[src/rtl/core/kmps_pkg.sv]
// Shared constants and types of the multi-pattern KMP search core.
package kmps_pkg;

    // Pattern set geometry
    localparam int NUM_PAT     = 4;
    localparam int MAX_LEN     = 8;
    localparam int PAT_W       = 8 * MAX_LEN;
    localparam int LEN_W       = 4;
    localparam int IDX_W       = (MAX_LEN > 1) ? $clog2(MAX_LEN) : 1;
    localparam int PAT_IDX_W   = (NUM_PAT > 1) ? $clog2(NUM_PAT) : 1;
    localparam int LENS_W      = 16;
    localparam int OFS_W       = 32;

    // Configuration port
    localparam int CFG_IDX_W   = 3;
    localparam int CFG_DATA_W  = 64;
    // Register indexes: patterns sit at 0 .. NUM_PAT-1, lengths right after
    localparam logic [CFG_IDX_W-1:0] CFG_LENS = CFG_IDX_W'(NUM_PAT);

    typedef logic [LEN_W-1:0] t_len;

    // Command from the sequencer to one pattern lane
    typedef struct packed {
        logic       build;
        logic       step;
        logic       clr;
        logic [7:0] text;
    } t_lane_cmd;

    // Status from one pattern lane
    typedef struct packed {
        logic busy;
        logic hit;
    } t_lane_stat;

endpackage

[src/rtl/core/multi_pattern_kmp_search_core.sv]
// Top level of the multi-pattern KMP search core: registers, sequencer, result stage.
//
// Each text word is accepted and then takes one step per failure-link hop plus one
// final compare in every enabled pattern lane (lanes run side by side, none when
// every pattern is disabled), and then loads the result register. Input stall
// stays high for the whole time. A write to any pattern or length register
// starts a rebuild of the failure links on each lane's single byte comparator.
// The input stays stalled until every lane has finished its rebuild. A result
// waiting in the output register does not block the next word; only the word
// after it waits until that result is taken.
module multi_pattern_kmp_search_core (
    input  logic                                 i_clk,
    input  logic                                 i_rst_n,
    input  logic                                 i_cfg_we,
    input  logic [kmps_pkg::CFG_IDX_W-1:0]       i_cfg_idx,
    input  logic [kmps_pkg::CFG_DATA_W-1:0]      i_cfg_wdata,
    input  logic                                 i_in_valid,
    output logic                                 o_in_stall,
    input  logic [7:0]                           i_text_byte,
    input  logic                                 i_start_req,
    input  logic                                 i_last,
    output logic                                 o_out_valid,
    input  logic                                 i_out_stall,
    output logic                                 o_done_res,
    output logic                                 o_found,
    output logic [kmps_pkg::PAT_IDX_W-1:0]       o_pattern_index,
    output logic [kmps_pkg::OFS_W-1:0]           o_match_start
);
    import kmps_pkg::*;

    localparam logic [1:0] T_IDLE  = 2'd0;
    localparam logic [1:0] T_BGO   = 2'd1;
    localparam logic [1:0] T_BWAIT = 2'd2;
    localparam logic [1:0] T_RUN   = 2'd3;

    logic [PAT_W-1:0]     r_pat [NUM_PAT];
    logic [LENS_W-1:0]    r_lens;
    logic [1:0]           r_state;
    logic [OFS_W-1:0]     r_bytes;
    logic                 r_last;
    logic                 r_out_valid;
    logic                 r_out_done;
    logic                 r_out_found;
    logic [PAT_IDX_W-1:0] r_out_idx;
    logic [OFS_W-1:0]     r_out_start;

    t_len                 w_len  [NUM_PAT];
    t_lane_stat           w_stat [NUM_PAT];
    t_lane_cmd            w_cmd;
    logic                 w_in_acc;
    logic                 w_cfg_ok;
    logic                 w_busy_any;
    logic                 w_finish;
    logic                 w_found;
    logic                 w_done;
    logic [PAT_IDX_W-1:0] w_hit_idx;
    t_len                 w_hit_len;
    logic [OFS_W-1:0]     w_start;

    // Saturate the lengths and pick the lowest completed lane
    always_comb begin
        w_busy_any = 1'b0;
        w_found    = 1'b0;
        w_hit_idx  = '0;
        w_hit_len  = '0;
        for (int p = 0; p < NUM_PAT; p++) begin
            w_len[p] = (r_lens[4*p +: 4] > LEN_W'(MAX_LEN)) ?
                       LEN_W'(MAX_LEN) : r_lens[4*p +: 4];
        end
        for (int p = NUM_PAT - 1; p >= 0; p--) begin
            w_busy_any = w_busy_any | w_stat[p].busy;
            if (w_stat[p].hit) begin
                w_found   = 1'b1;
                w_hit_idx = PAT_IDX_W'(p);
                w_hit_len = w_len[p];
            end
        end
        w_start = r_bytes - OFS_W'(w_hit_len);
        w_done  = w_found || r_last;
    end

    // Handshake and lane commands
    assign o_in_stall = (r_state != T_IDLE);
    assign w_in_acc   = i_in_valid && !o_in_stall;
    assign w_cfg_ok   = i_cfg_we && (i_cfg_idx <= CFG_LENS);
    assign w_finish   = (r_state == T_RUN) && !w_busy_any &&
                        (!r_out_valid || !i_out_stall);

    always_comb begin
        w_cmd.build = (r_state == T_BGO);
        w_cmd.step  = w_in_acc;
        w_cmd.clr   = (w_in_acc && i_start_req) || (w_finish && w_done);
        w_cmd.text  = i_text_byte;
    end

    // Pattern lanes
    for (genvar g = 0; g < NUM_PAT; g++) begin : g_lane
        kmps_lane u_lane (
            .i_clk     (i_clk),
            .i_rst_n   (i_rst_n),
            .i_pattern (r_pat[g]),
            .i_len     (w_len[g]),
            .i_cmd     (w_cmd),
            .o_stat    (w_stat[g])
        );
    end

    // Hold configuration registers
    always_ff @(posedge i_clk) begin
        if (!i_rst_n) begin
            r_lens <= '0;
            for (int p = 0; p < NUM_PAT; p++) begin
                r_pat[p] <= '0;
            end
        end else if (i_cfg_we) begin
            if (i_cfg_idx == CFG_LENS) begin
                r_lens <= i_cfg_wdata[LENS_W-1:0];
            end else if (i_cfg_idx < CFG_LENS) begin
                r_pat[i_cfg_idx[PAT_IDX_W-1:0]] <= i_cfg_wdata[PAT_W-1:0];
            end
        end
    end

    // Sequence word processing and link rebuilds
    always_ff @(posedge i_clk) begin
        if (!i_rst_n) begin
            r_state <= T_IDLE;
            r_bytes <= '0;
            r_last  <= 1'b0;
        end else begin
            if (w_in_acc) begin
                r_bytes <= i_start_req ? OFS_W'(1) : r_bytes + OFS_W'(1);
                r_last  <= i_last;
            end else if (w_finish && w_done) begin
                r_bytes <= '0;
            end
            if (w_cfg_ok) begin
                r_state <= T_BGO;
            end else begin
                unique case (r_state)
                    T_IDLE: begin
                        if (w_in_acc) begin
                            r_state <= T_RUN;
                        end
                    end
                    T_BGO: begin
                        r_state <= T_BWAIT;
                    end
                    T_BWAIT: begin
                        if (!w_busy_any) begin
                            r_state <= T_IDLE;
                        end
                    end
                    T_RUN: begin
                        if (w_finish) begin
                            r_state <= T_IDLE;
                        end
                    end
                    default: begin
                        r_state <= T_IDLE;
                    end
                endcase
            end
        end
    end

    // Load and drain the result word
    always_ff @(posedge i_clk) begin
        if (!i_rst_n) begin
            r_out_valid <= 1'b0;
        end else if (w_finish) begin
            r_out_valid <= 1'b1;
        end else if (r_out_valid && !i_out_stall) begin
            r_out_valid <= 1'b0;
        end
    end

    always_ff @(posedge i_clk) begin
        if (w_finish) begin
            r_out_done  <= w_done;
            r_out_found <= w_found;
            r_out_idx   <= w_found ? w_hit_idx : '0;
            r_out_start <= w_found ? w_start : '0;
        end
    end

    assign o_out_valid     = r_out_valid;
    assign o_done_res      = r_out_done;
    assign o_found         = r_out_found;
    assign o_pattern_index = r_out_idx;
    assign o_match_start   = r_out_start;

    // Block is busy right after taking a word or a pattern or length register write
    a_busy_after_word: assert property (@(posedge i_clk) disable iff (!i_rst_n)
        w_in_acc |=> o_in_stall)
        else $error("input not stalled after a word was taken");

    a_busy_after_cfg: assert property (@(posedge i_clk) disable iff (!i_rst_n)
        w_cfg_ok |=> o_in_stall)
        else $error("input not stalled during link rebuild");

    a_found_ends: assert property (@(posedge i_clk) disable iff (!i_rst_n)
        (o_out_valid && o_found) |-> o_done_res)
        else $error("match reported without ending the search");

    a_miss_zero: assert property (@(posedge i_clk) disable iff (!i_rst_n)
        (o_out_valid && !o_found) |-> (o_pattern_index == '0 && o_match_start == '0))
        else $error("index or offset set on a word without a match");

endmodule

[src/rtl/core/kmps_lane.sv]
// One pattern lane: failure-link table, builder and matcher on one byte comparator.
module kmps_lane (
    input  logic                    i_clk,
    input  logic                    i_rst_n,
    input  logic [kmps_pkg::PAT_W-1:0] i_pattern,
    input  kmps_pkg::t_len          i_len,
    input  kmps_pkg::t_lane_cmd     i_cmd,
    output kmps_pkg::t_lane_stat    o_stat
);
    import kmps_pkg::*;

    localparam logic [1:0] L_IDLE  = 2'd0;
    localparam logic [1:0] L_BUILD = 2'd1;
    localparam logic [1:0] L_STEP  = 2'd2;

    logic [1:0]       r_state;
    t_len             r_m;
    t_len             r_k;
    t_len             r_i;
    logic [7:0]       r_c;
    logic             r_hit;
    t_len             r_link [MAX_LEN];

    logic             w_build;
    t_len             w_idx;
    logic [IDX_W-1:0] w_sel;
    logic [IDX_W-1:0] w_prev;
    logic [7:0]       w_a;
    logic [7:0]       w_b;
    logic             w_eq;
    logic             w_walk;
    t_len             w_fb;
    t_len             w_adv;
    t_len             w_m0;

    // Shared comparator: pattern byte at the current prefix against the probe byte
    always_comb begin
        w_build = (r_state == L_BUILD);
        w_idx   = w_build ? r_k : r_m;
        w_sel   = w_idx[IDX_W-1:0];
        w_prev  = w_sel - IDX_W'(1);
        w_a     = i_pattern[{w_sel, 3'b000} +: 8];
        w_b     = w_build ? i_pattern[{r_i[IDX_W-1:0], 3'b000} +: 8] : r_c;
        w_eq    = (w_a == w_b);
        w_walk  = (w_idx != '0) && !w_eq;
        w_fb    = r_link[w_prev];
        w_adv   = w_idx + LEN_W'(w_eq);
        w_m0    = (i_cmd.clr || (r_m >= i_len)) ? '0 : r_m;
    end

    // Sequence link building and per-byte walks
    always_ff @(posedge i_clk) begin
        if (!i_rst_n) begin
            r_state <= L_IDLE;
            r_m     <= '0;
            r_k     <= '0;
            r_i     <= '0;
            r_hit   <= 1'b0;
            for (int j = 0; j < MAX_LEN; j++) begin
                r_link[j] <= '0;
            end
        end else if (i_cmd.build) begin
            r_state <= L_BUILD;
            r_k     <= '0;
            r_i     <= LEN_W'(1);
            r_m     <= '0;
            r_hit   <= 1'b0;
        end else if (i_cmd.step) begin
            r_c     <= i_cmd.text;
            r_hit   <= 1'b0;
            r_m     <= w_m0;
            r_state <= (i_len == '0) ? L_IDLE : L_STEP;
        end else if (i_cmd.clr) begin
            r_m <= '0;
        end else begin
            unique case (r_state)
                L_IDLE: begin
                end
                L_BUILD: begin
                    if (r_i >= i_len) begin
                        r_state <= L_IDLE;
                    end else if (w_walk) begin
                        r_k <= w_fb;
                    end else begin
                        r_k                      <= w_adv;
                        r_link[r_i[IDX_W-1:0]]   <= w_adv;
                        r_i                      <= r_i + LEN_W'(1);
                    end
                end
                L_STEP: begin
                    if (w_walk) begin
                        r_m <= w_fb;
                    end else begin
                        r_m     <= w_adv;
                        r_hit   <= (w_adv == i_len);
                        r_state <= L_IDLE;
                    end
                end
                default: begin
                    r_state <= L_IDLE;
                end
            endcase
        end
    end

    assign o_stat.busy = (r_state != L_IDLE);
    assign o_stat.hit  = r_hit;

endmodule
[config.mk]
export PLATFORM = sky130hd
export DESIGN_NAME = multi_pattern_kmp_search_core
export DESIGN_NICKNAME = d
export VERILOG_FILES = /design/src/rtl/core/kmps_pkg.sv /design/src/rtl/core/multi_pattern_kmp_search_core.sv /design/src/rtl/core/kmps_lane.sv
export SDC_FILE = /design/constraint.sdc
export NUM_CORES = 1
export LEC_CHECK = 0
export BUFFER_PORTS_ARGS = -buffer_cell sky130_fd_sc_hd__buf_4
export CORE_MARGIN = 2
export CORE_UTILIZATION = 50
export CTS_CLUSTER_SIZE = 8
export DETAILED_ROUTE_END_ITERATION = 10
export GPL_TIMING_DRIVEN = 0
export PLACE_DENSITY = 0.69
export SETUP_SLACK_MARGIN = 0.15
export SLEW_MARGIN = 20
export SYNTH_ARGS = -nofsm -noshare
export SYNTH_HDL_FRONTEND = slang
export SYNTH_SLANG_ARGS = --single-unit
[constraint.sdc]
create_clock -name i_clk -period 14.5 [get_ports i_clk]
set_input_delay 0.725 -clock i_clk [delete_from_list [all_inputs] [get_ports i_clk]]
set_output_delay 0.725 -clock i_clk [all_outputs]
set_load 0.005 [all_outputs]
==> results of run 1 <==
==> power breakdown <==
part / switching (µW) / total, µW / internal (µW)
registers: 50.9 / 1790 / 1740
logic: 266 / 393 / 127
clock network: 684 / 1700 / 1010
==> layout make-up <==
class | instances | area (µm²) | area share
Multi-Input combinational cell | 2057 | 13600 | 0.391
Clock inverter | 5 | 43.8 | 0.00126
Buffer | 230 | 1030 | 0.0297
Inverter | 199 | 759 | 0.0218
Timing Repair Buffer | 132 | 1140 | 0.0327
Clock buffer | 129 | 2170 | 0.0624
Tap cell | 782 | 978 | 0.0281
Antenna cell | 5 | 12.5 | 0.000359
Sequential cell | 540 | 15100 | 0.433
==> per-stage QoR <==
stage / util / instance area, µm² / hold WS [ns] / total power (µW) / std cells
2_1_floorplan: - / 30400 / 0.431 / 2030 / 3026
3_3_place_gp: 0.536 / 32300 / 0.442 / 2190 / 3927
3_5_place_dp: 0.541 / 32600 / 0.445 / 2200 / 3940
4_1_cts: 0.578 / 34800 / 0.263 / 3870 / 4074
5_1_grt: 0.579 / 34900 / 0.274 / 3970 / 4074
6_report: 0.579 / 34900 / 0.268 / 3880 / 4079
==> final timing paths <==
path	to	slack (ns)	cells past startpoint
min	g_lane[0].u_lane.r_c[2]	0.27	1
max reg2reg	g_lane[1].u_lane.r_hit	9.19	17
max	g_lane[1].u_lane.r_hit	9.19	17
min reg2reg	r_last	0.45	2
==> state kept, by name (all words and copies together) (netlist names), 2 cells and up <==
name,count
r_pat,256
g_lane.u_lane.r_link,128
o_match_start,32
r_bytes,32
g_lane.u_lane.r_i,16
g_lane.u_lane.r_k,16
g_lane.u_lane.r_m,16
r_lens,16
g_lane.u_lane.r_c,8
g_lane.u_lane.r_state,8
g_lane.u_lane.r_hit,4
o_pattern_index,2
r_state,2
==> layer usage <==
metal,track usage,share of wire,vias to the layer above,wire [µm]
met5,0,0.000077,-,9
met4,0.220,0.064,2,7460
met3,0.112,0.13,369,15600
met2,0.545,0.43,1915,50000
met1,0.466,0.37,12900,43400
li1,-,-,11600,-
==> synth_stat cells (all sizes together) (53+ instances only) <==
cell type / number
a21oi: 113
nor3: 106
inv: 195
edfxtp: 428
nand2: 234
clkbuf: 148
o21ai: 122
buf: 82
nor2: 370
a211oi: 183
dfxtp: 112
nand3: 68
mux2i: 101
ha: 53
==> kinds of logic (layout without fill, tap and decap cells) <==
group / after synthesis / in the layout / share of synthesized area
AO/OA/AOI/OAI: 693 / 693 / 0.157
XOR/XNOR: 79 / 79 / 0.0227
adder cells (fa/ha/maj): 54 / 54 / 0.0224
buffers and inverters: 429 / 695 / 0.0588
flip-flops: 540 / 540 / 0.496
multiplexers: 175 / 175 / 0.0769
other: 0 / 5 / 0
AND/OR/NAND/NOR: 1056 / 1056 / 0.166
==> flow_summary.json, run 1 <==
{
  "finalClockSkew_ns": 0.0303,
  "synth_cells": 3026,
  "critical-path-max-stage-delay_ns": 0.54,
  "cp-startpoint": "g_lane[1].u_lane.r_state[1]",
  "cts_sinks": 540,
  "pre_cts_slack_ns": 9.38,
  "yosysTopAreaCell": "edfxtp_1",
  "core_area_mm2": 0.0602,
  "tns_ns": 0,
  "cp-end-kind": "register",
  "seq_area_frac_synth": 0.496,
  "gp_congestion": 1.08,
  "num_rows": 90,
  "synthFlopType": "edfxtp_1",
  "cp.arrival_ns": 5.82,
  "die_w_um": 251,
  "htree_num_levels": 3,
  "slew_viol_final": 0,
  "cp.required_ns": 15.01,
  "post-cts-setup-buffers": 0,
  "ctsRootBufferMaster": "clkbuf_16",
  "cts_buffers": 77,
  "synth_area_leaders": "edfxtp_1, dfxtp_1, nor2_1",
  "ys_warn_count": 0,
  "finalSetupViolations": 0,
  "min_path_type": "in -> reg",
  "dp_hpwl_mm": 84.2,
  "area_growth_pct": 14.6,
  "cpMostUsedCell": "clkbuf_1",
  "final_cell_mix": "edfxtp_1, nor2_1, nand2_1, clkbuf_1, inv_1",
  "power_leakage_uw": 0.0127,
  "io_buffers": 119,
  "start_kind": "register",
  "critPathKind": "reg -> reg",
  "worstHoldStart": "i_text_byte[2]",
  "netlist_area_mm2": 0.0304,
  "grt-ovfl-total": 0,
  "ir_drop_mv": 0.0882,
  "cp_top_family": "compound AO/OA/AOI/OAI gates",
  "rsz0062_at_grt": "no",
  "grt_pass1_vias": 25800,
  "layout_commonest_cell": "edfxtp_1",
  "clk_pin_slew_ns": 0.05,
  "vias_per_cell": 6.57,
  "maxCapViolCount": 0,
  "syn_nets": 3162,
  "grt_use_total": 0.365,
  "num-nets-final": 3373,
  "outcome": "finished, final reports clean",
  "wl_mm": 116,
  "route.detailed.drc": 0,
  "ys_ff_latch": 540,
  "holdBufCountCts": 0,
  "fin_crit_ns": 5.31,
  "dr.pass1.iters": 9,
  "async_reset_ff_frac": 0,
  "powerDensity_mw_per_mm2": 111,
  "maxSlewHeadroom": 0.172,
  "cp_num_buf_inv": 4,
  "vias": 26800,
  "worst_path_max_delay_cell": "clkbuf_1",
  "cts_tree": "done",
  "nFillCells": 5131,
  "clk_path_buf_depth": 3,
  "dr.first_iter.drc_count": 4065,
  "finalWorstSetupSlack_ns": 9.19,
  "initial_core_util": 0.505,
  "yosysUniqueCellTypes": 92,
  "reg2reg_from": "g_lane[1].u_lane.r_state[1]",
  "synth-edff-count": 428,
  "io_pins": 120,
  "clock.fmax_mhz": 188,
  "synthDominantCellAreaShare": 0.422,
  "min_period_over_period": 0.366,
  "grt_pass1_wl_mm": 167,
  "grt_max_degree": 28,
  "ant_nets": 0,
  "cts-resized-gates": 0,
  "worstPathCellList": "nand2b_1 > clkbuf_1 > clkbuf_1 > nand3_1 > o21ai_1 > a2111oi_0 > xnor2_1 > o2111ai_1 > or2_2 > inv_1 > ha_1 > nand2_1 > xor2_1 > clkbuf_1 > a31oi_1 > or4_1 > a21oi_1",
  "syn_avg_cell_area_um2": 10.1,
  "clk_latency_ns": 0.64,
  "worstPathMaxFanout": 10,
  "drive_gt1_frac": 0.123,
  "die_area_mm2": 0.0629,
  "worst_pin_slew_ns": 1.24,
  "wire_per_inst_um": 28.5,
  "antenna_found_initial": 4,
  "die_y_um": 251,
  "hold_violations": 0
}
No activity file was read; power rests on OpenSTA's default activity.
==> run 2: changes to the inputs <==
ABC_AREA = 1   (was default)
PLACE_DENSITY = 0.71   (was 0.69)
clock period = 4.6 ns   (was 14.5 ns; I/O delays follow)
==> flow_summary.json, run 2 <==
{
  "vias": 32400,
  "reg_top3": "r_pat: 256 flops, g_lane.u_lane.r_link: 128 flops",
  "maxSlewHeadroom": 0.164,
  "min_period_over_period": 0.941,
  "vias_per_cell": 5.87,
  "synth-simple-area-share": 0.337,
  "final_util": 0.581,
  "grt_use_total": 0.389,
  "clock.fmax_mhz": 231,
  "gp_congestion": 1.05,
  "grt-ovfl-total": 0,
  "regMostFlops": "r_pat",
  "synthDominantCellAreaShare": 0.400,
  "power_leakage_uw": 0.0159,
  "syn_nets": 4534,
  "io_buffers": 118,
  "die_area_mm2": 0.0663,
  "grt_max_degree": 48,
  "critPathKind": "reg -> reg",
  "synth-xor-area-share": 0.00900,
  "ys_warn_count": 0,
  "cp.arrival_ns": 4.91,
  "worst_pin_slew_ns": 1.25,
  "clk_pin_slew_ns": 0.06,
  "synth.mux.area_fraction": 0,
  "cp-end-kind": "register",
  "cp-endpoint": "g_lane[2].u_lane.r_hit",
  "synth_common_cells": "nand2_1, nor2_1, edfxtp_1",
  "synth_top_family_by_area": "simple AND/OR/NAND/NOR gates",
  "drive_gt1_frac": 0.0768,
  "htree_num_levels": 3,
  "dr.pass1.iters": 6,
  "clk_path_buf_depth": 3,
  "cp.required_ns": 5.18,
  "ctsRootBufferMaster": "clkbuf_16",
  "cts_buffers": 78,
  "core_area_mm2": 0.0633,
  "yosysUniqueCellTypes": 49,
  "largest_reg_flops": 256,
  "tns_ns": 0,
  "wire_per_inst_um": 23.9,
  "ant_nets": 0,
  "num_rows": 92,
  "io_pins": 120,
  "dr.first_iter.drc_count": 4777,
  "synthFlopType": "edfxtp_1",
  "cts_sinks": 540,
  "outcome": "finished, final reports clean",
  "slew_viol_final": 0,
  "grt_pass1_wl_mm": 189,
  "clk_latency_ns": 0.64,
  "syn_avg_cell_area_um2": 7.30,
  "async_reset_ff_frac": 0,
  "die_y_um": 257,
  "synth-compound-area-share": 0.0847,
  "initial_core_util": 0.507,
  "reg2reg_from": "g_lane[2].u_lane.r_state[0]",
  "r2r-end": "g_lane[2].u_lane.r_hit",
  "synth-edff-count": 428,
  "seq_area_frac_synth": 0.470,
  "route.detailed.drc": 0,
  "ys_ff_latch": 540,
  "synth_most_common_cell": "nand2_1",
  "final_cell_mix": "nand2_1, nor2_1, edfxtp_1, inv_1, nand3_1",
  "nFillCells": 6023,
  "synthAdderAreaFrac": 0.0213,
  "grt_pass1_vias": 29200,
  "worstPathMaxFanout": 10,
  "rr_worst_depth": 21,
  "synth_cells": 4398,
  "antenna_found_initial": 5,
  "min_path_type": "in -> reg",
  "start_kind": "register",
  "r2r_slack_ns": 0.27,
  "yosysTopAreaCell": "edfxtp_1",
  "synth_area_leaders": "edfxtp_1, nand2_1, nor2_1",
  "ir_drop_mv": 0.274,
  "die_w_um": 257,
  "num-nets-final": 4753,
  "cp-startpoint": "g_lane[2].u_lane.r_state[0]",
  "timing.hold.ws_ns": 0.0475,
  "netlist_area_mm2": 0.0321,
  "layout_commonest_cell": "nand2_1",
  "finalSetupViolations": 0,
  "powerDensity_mw_per_mm2": 356,
  "dp_hpwl_mm": 94.4,
  "fin_crit_ns": 4.33,
  "finalClockSkew_ns": 0.0252,
  "rsz0062_at_grt": "yes",
  "wl_mm": 132,
  "area_growth_pct": 14.4,
  "cts_tree": "done",
  "hold_violations": 0,
  "maxCapViolCount": 0
}
## run 2: cell count changes after synthesis, sizes merged, moves of 49 or more
cell,change
a211oi,-180
and3,-49
inv,+225
mux2i,-101
nand2,+1128
nand3,+315
nor2,+358
o21ai,+138
## run 2: where the power goes
| part | internal [µW] | switching (µW) |
|---|---|---|
| registers | 5530 | 206 |
| logic | 552 | 1420 |
| clock network | 3170 | 2210 |
## run 2: area by class of cell
type / instances / area, µm² / share of cell area
Sequential cell: 540 / 15100 / 0.411
Multi-Input combinational cell: 3218 / 14700 / 0.399
Clock buffer: 116 / 2130 / 0.0578
Inverter: 439 / 1660 / 0.0451
Timing Repair Buffer: 139 / 1160 / 0.0315
Tap cell: 846 / 1060 / 0.0288
Buffer: 201 / 888 / 0.0242
Clock inverter: 9 / 106 / 0.00289
Antenna cell: 6 / 15.0 / 0.000408
## run 2: worst min-delay path by stage
stage,from,to,slack (ns),depth (start not counted)
detailed placement,i_text_byte[5],g_lane[0].u_lane.r_c[5],0.41,1
CTS,i_rst_n,r_bytes[19],0.03,3
finish,i_rst_n,r_bytes[19],0.05,3
global route,i_rst_n,r_bytes[19],0.06,3
floorplan,i_text_byte[0],g_lane[0].u_lane.r_c[0],0.33,0
global placement,i_text_byte[1],g_lane[0].u_lane.r_c[1],0.41,1
## run 2: metal layers
metal / vias to the layer above / wire length [µm] / global-route usage
li1: 14800 / - / -
met1: 14900 / 51100 / 0.524
met2: 2240 / 52900 / 0.543
met3: 445 / 18700 / 0.133
met4: 8 / 8820 / 0.221
met5: - / 71 / 0
## run 2: repair_timing
action,CTS,global route
pin swaps,0,1
gates resized for setup,2,25
hold endpoints to repair,11,0
endpoints found under the setup margin,2,51
hold buffers,11,0
buffers inserted,0,2
## run 2: per-stage QoR
stage                     worst slack [ns]  power [µW]  cell area, µm²  instances
final                                0.270       13100           36800       5514
after global routing                0.0868       13400           36800       5508
after CTS                            0.162       13000           36600       5506
after detailed placement           -0.0347        7680           34300       5370
after global placement              -0.695        7660           34100       5362
after floorplan                      0.632        6890           32100       4398
## run 2: cells by family (layout without fill, tap and decap cells)
kind of cell	after synthesis	after routing
other	0	6
AND/OR/NAND/NOR	2639	2639
AO/OA/AOI/OAI	492	492
XOR/XNOR	33	33
flip-flops	540	540
adder cells (fa/ha/maj)	54	54
buffers and inverters	640	904
## run 2: worst max-delay path, cell delays in order, from the launching register on
cell and delay [ns]:
dfxtp_1 0.44, nand2_2 0.21, o21ai_2 0.55, buf_4 0.36, nand3_1 0.17, nand2_1 0.09
nand2_1 0.06, nand2_1 0.07, nand2_1 0.04, nand2_1 0.06, nand2_1 0.08, nor2_1 0.22
nand2_1 0.21, inv_1 0.10, ha_1 0.18, nand3_1 0.12, xnor2_2 0.63, xor2_1 0.20
o2111ai_1 0.14, nand4_1 0.13, nand2_1 0.06, nor2_1 0.12
